[src/rtl/aab_pkg.sv]
package aab_pkg;

  // Bit positions inside one two-bit age mark.
  localparam logic [1:0] MARK_CLEAR = 2'b00;
  localparam logic [1:0] MARK_NEWER = 2'b01;
  localparam logic [1:0] MARK_OLDER = 2'b10;
  localparam logic [1:0] MARK_BOTH  = 2'b11;

  // Request opcodes and result kinds.
  localparam logic CMD_UPDATE = 1'b0;
  localparam logic CMD_SWEEP  = 1'b1;
  localparam logic KIND_UPDATE = 1'b0;
  localparam logic KIND_SWEEP  = 1'b1;

  // Status and memory enables from the sweep sequencer.
  typedef struct packed {
    logic busy;
    logic rd_en;
    logic wr_en;
    logic done;
  } aab_seq_ctl_t;

  // One aging step: a set newer bit is dropped first, else the older bit.
  function automatic logic [1:0] age_mark(input logic [1:0] m);
    logic [1:0] r;
    r = m;
    if ((m & MARK_NEWER) != MARK_CLEAR) begin
      r = m & ~MARK_NEWER;
    end else if ((m & MARK_OLDER) != MARK_CLEAR) begin
      r = m & ~MARK_OLDER;
    end
    return r;
  endfunction

endpackage

[src/rtl/aab_seq.sv]
module aab_seq #(
  parameter int ADDR_BITS = 16
) (
  input  logic                  clk,
  input  logic                  rst_n,
  input  logic                  start,
  input  logic                  done_ack,
  input  logic [1:0]            rd_data,
  output aab_pkg::aab_seq_ctl_t ctl,
  output logic [ADDR_BITS-1:0]  rd_addr,
  output logic [ADDR_BITS-1:0]  wr_addr,
  output logic [1:0]            wr_data
);
  import aab_pkg::*;

  typedef enum logic [1:0] {
    ST_CLEAR,
    ST_IDLE,
    ST_SWEEP,
    ST_DONE
  } seq_state_t;

  seq_state_t           state_r;
  logic [ADDR_BITS-1:0] cnt_r;
  logic                 rd_live_r;
  logic                 wb_valid_r;
  logic [ADDR_BITS-1:0] wb_idx_r;

  // Sequencer state, address counter and write-back slot.
  always_ff @(posedge clk) begin
    if (!rst_n) begin
      state_r    <= ST_CLEAR;
      cnt_r      <= '0;
      rd_live_r  <= 1'b0;
      wb_valid_r <= 1'b0;
    end else begin
      case (state_r)
        ST_CLEAR: begin
          cnt_r <= cnt_r + 1'b1;
          if (cnt_r == '1) begin
            state_r <= ST_IDLE;
          end
        end
        ST_IDLE: begin
          if (start) begin
            state_r   <= ST_SWEEP;
            cnt_r     <= '0;
            rd_live_r <= 1'b1;
          end
        end
        ST_SWEEP: begin
          wb_valid_r <= rd_live_r;
          if (rd_live_r) begin
            wb_idx_r <= cnt_r;
            cnt_r    <= cnt_r + 1'b1;
            if (cnt_r == '1) begin
              rd_live_r <= 1'b0;
            end
          end
          // The last write-back happens once reading has stopped.
          if (wb_valid_r && !rd_live_r) begin
            state_r <= ST_DONE;
          end
        end
        ST_DONE: begin
          if (done_ack) begin
            state_r <= ST_IDLE;
          end
        end
        default: begin
          state_r <= ST_IDLE;
        end
      endcase
    end
  end

  // Memory requests: zero fill while clearing, read-age-write while sweeping.
  always_comb begin
    ctl.busy  = (state_r != ST_IDLE);
    ctl.done  = (state_r == ST_DONE);
    ctl.rd_en = (state_r == ST_SWEEP) && rd_live_r;
    ctl.wr_en = (state_r == ST_CLEAR) || ((state_r == ST_SWEEP) && wb_valid_r);
    rd_addr   = cnt_r;
    if (state_r == ST_CLEAR) begin
      wr_addr = cnt_r;
      wr_data = MARK_CLEAR;
    end else begin
      wr_addr = wb_idx_r;
      wr_data = age_mark(rd_data);
    end
  end

endmodule

[config.mk]
export PLATFORM = sky130hd
export DESIGN_NAME = aab_seq
export DESIGN_NICKNAME = d
export VERILOG_FILES = /design/src/rtl/aab_pkg.sv /design/src/rtl/aab_seq.sv
export SDC_FILE = /design/constraint.sdc
export NUM_CORES = 1
export LEC_CHECK = 0
export BUFFER_PORTS_ARGS = -buffer_cell sky130_fd_sc_hd__buf_4
export CAP_MARGIN = 20
export CORE_UTILIZATION = 50
export DETAILED_ROUTE_END_ITERATION = 16
export PLACE_DENSITY = 0.73
export SETUP_SLACK_MARGIN = 0.2
export SYNTH_ARGS = -nofsm -noshare
export SYNTH_HDL_FRONTEND = slang
export SYNTH_SLANG_ARGS = --single-unit
[constraint.sdc]
create_clock -name clk -period 2.8 [get_ports clk]
set_input_delay 0.42 -clock clk [delete_from_list [all_inputs] [get_ports clk]]
set_output_delay 0.42 -clock clk [all_outputs]
set_load 0.005 [all_outputs]
==> Implementation_results.wiki <==
{| class="wikitable"
! Metric !! Value
|-
| Die Span Y || 61.97 µm
|-
| Vias in the first global route || 1298
|-
| Clock Skew || 10.67 ps
|-
| Met3 usage || 4.969%
|-
| Hold Violations, Final || 0
|-
| Crit share post-route || 84.36%
|-
| Horizontal extent of the die || 61.97 µm
|-
| Setup violations, final || 0
|-
| Post-synthesis net count || 180
|-
| Family of cells with the greatest summed delay on the critical path || simple AND/OR/NAND/NOR gates
|-
| Number of unique standard cell types used by synthesis || 40
|-
| Final net count || 222
|-
| Clk buf depth || 2
|-
| Critical Path End Type || flip-flop
|-
| Most frequent cells after synthesis || 20 x dfxtp_1, 16 x edfxtp_1, 16 x mux2_2
|-
| Cells along the critical path || inv_1 > ha_1 > nor2b_4 > or4_4 > or4_1 > a21oi_1
|-
| Area share of the leading cell type in the synthesized netlist || 26.72%
|-
| Share of post-route cells with drive strength above 1 || 34.12%
|-
| Pwr Density || 683.2 nW/µm²
|-
| Root buffer selected by CTS || clkbuf_4
|-
| Remaining antenna violation count || 0
|-
| Worst supply voltage drop on vdd || 0.0004177 V
|-
| Number of remaining DRC errors || 0
|-
| Avg Inst Size Synth || 10.70 µm²
|-
| Most crowded layer after global routing || met2
|-
| Leakage || 0.0008464 µW
|-
| Synth Flop Type || dfxtp_1
|-
| Required time at the endpoint of the critical path || 3080 ps
|-
| Filler cell count || 277
|-
| Setup slack of the worst register-to-register path || 440 ps
|-
| Syn Std Cell Area || 1798 µm²
|-
| Maximum number of pins on one net before global-route repair || 17
|-
| RSZ-0062 raised after global routing || no
|-
| Type of origin of the critical path || flip-flop
|-
| Worst hold-check path type || in2reg
|-
| Core region area || 3390 µm²
|-
| DRT Pass-1 Iters || 4
|-
| Cell with the most instances after synthesis || dfxtp_1
|-
| Hold-fix buffers at CTS || 0
|-
| Layout overhead on the synthesized area || 21.57%
|-
| Clk slew on worst S/H paths || 110 ps
|-
| Number of input and output port buffers inserted || 42
|-
| Status || complete, no violations
|-
| Number of pins with negative max-slew slack in the final report || 0
|-
| Overall routing resource usage || 21.46%
|-
| Gate count of the mapped netlist || 168
|-
| Ant diodes || 0
|-
| Tightest Pin Transition || 744.9 ps
|-
| Number of flops mapped to enable cells by yosys || 16
|-
| Number of synthesized register bits || 36
|-
| Clk sink count || 36
|-
| Yosys Warn Count || 0
|-
| Die Footprint || 3840 µm²
|-
| H-tree levels || 2
|-
| Fmax achieved || 423.4 MHz
|-
| Vias/cell || 5.728
|-
| Count of non-filler cells in the finished layout || 257
|-
| Largest stage delay, worst path || 590 ps
|-
| Initial Util || 53.05%
|-
| Total Negative Setup Slacks || 0 ps
|-
| Cell with the largest stage delay on the worst path || or4_4
|-
| Met1 global-route usage || 26.08%
|-
| Buffers and inverters on the worst path || 1
|-
| Later-pin clock latency in the skew report || 350 ps
|-
| Arr. time, crit path || 2640 ps
|-
| Reported max-cap violation count || 0
|-
| Final critical-path required period || 2362 ps
|-
| Global route overflow || 0
|-
| Total Routed Length || 3.767 mm
|-
| Final weighted congestion of routability-driven global placement || 0.7566
|-
| Biggest area contributors in the synthesized netlist || edfxtp_1 27%, dfxtp_1 22%, mux2_2 10%
|-
| TritonCTS clock tree || yes
|-
| Worst slew margin relative to its limit || 49.69%
|-
| Number of top-level pins || 44
|-
| Fraction of registers with async set/reset || 0%
|-
| Critical-path maximum fanout || 12
|-
| Met2 layer usage reported by global route || 34.65%
|-
| DP Cell Count || 249
|-
| Global-route wire length before repair || 5.796 mm
|-
| Kind of critical path || reg2reg
|-
| Portion of the post-synthesis area used by sequential elements || 48.99%
|-
| Cell accounting for the most synthesized area || edfxtp_1
|-
| Initial antenna violation count || 0
|-
| Number of design-rule violations left by the first detailed-router iteration || 70
|-
| Average routed wire per standard cell || 14.66 µm
|-
| Cts bufs inserted || 5
|-
| Post-DP HPWL || 2.715 mm
|-
| Routed via count || 1472
|-
| Site Rows || 21
|}
path summary, 6_finish.rpt:
check	startpoint	to	cells after the start
setup / recovery	state_r[0]$_SDFFE_PN0P_	rd_addr[12]$_SDFFE_PN0P_	6
hold / removal	rst_n	rd_addr[0]$_SDFFE_PN0P_	3
setup reg to reg	state_r[0]$_SDFFE_PN0P_	rd_addr[12]$_SDFFE_PN0P_	6
hold reg to reg	wb_valid_r$_SDFFE_PN0N_	wb_valid_r$_SDFFE_PN0N_	2
final cells by class:
cell class | instances | area, µm² | area share [%]
clock inverters | 1 | 5.005 | 0.2290
inverters | 11 | 41.29 | 1.889
flip-flops and latches | 36 | 880.8 | 40.30
clock buffers | 7 | 45.04 | 2.061
repair buffers | 44 | 330.3 | 15.11
well taps | 46 | 57.56 | 2.633
multi-input cells | 112 | 825.8 | 37.78
what timing repair did:
action | CTS | global route
hold endpoints to repair | 0 | 0
buffers inserted | 0 | 0
resized for setup | 0 | 1
setup endpoints to repair | 0 | 9
tightest hold or removal path, delay by kind of cell:
| family | cells | cell delay [ps] |
|---|---|---|
| AND/OR/NAND/NOR | 1 | 110 |
| buffers and inverters | 2 | 200 |
through the flow:
step / total power, µW / util, % / cell area [µm²] / hold slack [ps] / worst slack [ps]
global route: 1590 / 64.49 / 2186 / 436.2 / 315.1
global placement: 1214 / 62.94 / 2133 / 495.7 / 632.8
CTS: 1497 / 64.41 / 2183 / 409.4 / 294.4
finish: 1493 / 64.49 / 2186 / 420.4 / 438.0
detailed placement: 1230 / 62.94 / 2133 / 522.2 / 487.8
floorplan: 982.0 / - / 1798 / 477.0 / 642.3
cells in the final DEF, fill, tap and decap left out, types with 3 or more instances in the layout:
cell type	count
nand3_1	4
nand4_1	3
o21ai_0	4
nor4_1	3
o41ai_1	3
nand2b_1	4
nor2_1	7
buf_4	44
dfxtp_1	20
ha_1	5
nand2_1	9
mux2_2	16
or3_1	7
or4_1	5
clkbuf_4	5
inv_1	11
edfxtp_1	16
a21oi_1	12
o31ai_1	5
xnor2_1	3
report_power, final:
part	leakage (µW)	switching (µW)	internal, µW
Sequential	0.000311	54.7	586
Clock	0.0000293	175	97.9
Combinational	0.000506	248	332
Total	0.000846	478	1020
state kept, by name, summed over array words and instances (netlist names):
register,count
state_r,2
wb_valid_r,1
rd_addr,16
wb_idx_r,16
rd_live_r,1
logic make-up after synthesis:
group | Yosys count | synth area share, %
flip-flops | 36 | 48.99
AO/OA/AOI/OAI | 32 | 11.76
XOR/XNOR | 3 | 1.462
buffers and inverters | 20 | 5.219
multiplexers | 18 | 11.13
adder cells (fa/ha/maj) | 6 | 4.175
AND/OR/NAND/NOR | 52 | 17.05
other | 1 | 0.2086
routing by layer:
layer / vias up / share of wire [%]
met2: 42 / 49
met5: - / 0
met4: 0 / 2.4
li1: 708 / -
met1: 710 / 45
met3: 12 / 4.2
(Power assumes the default switching activity.)
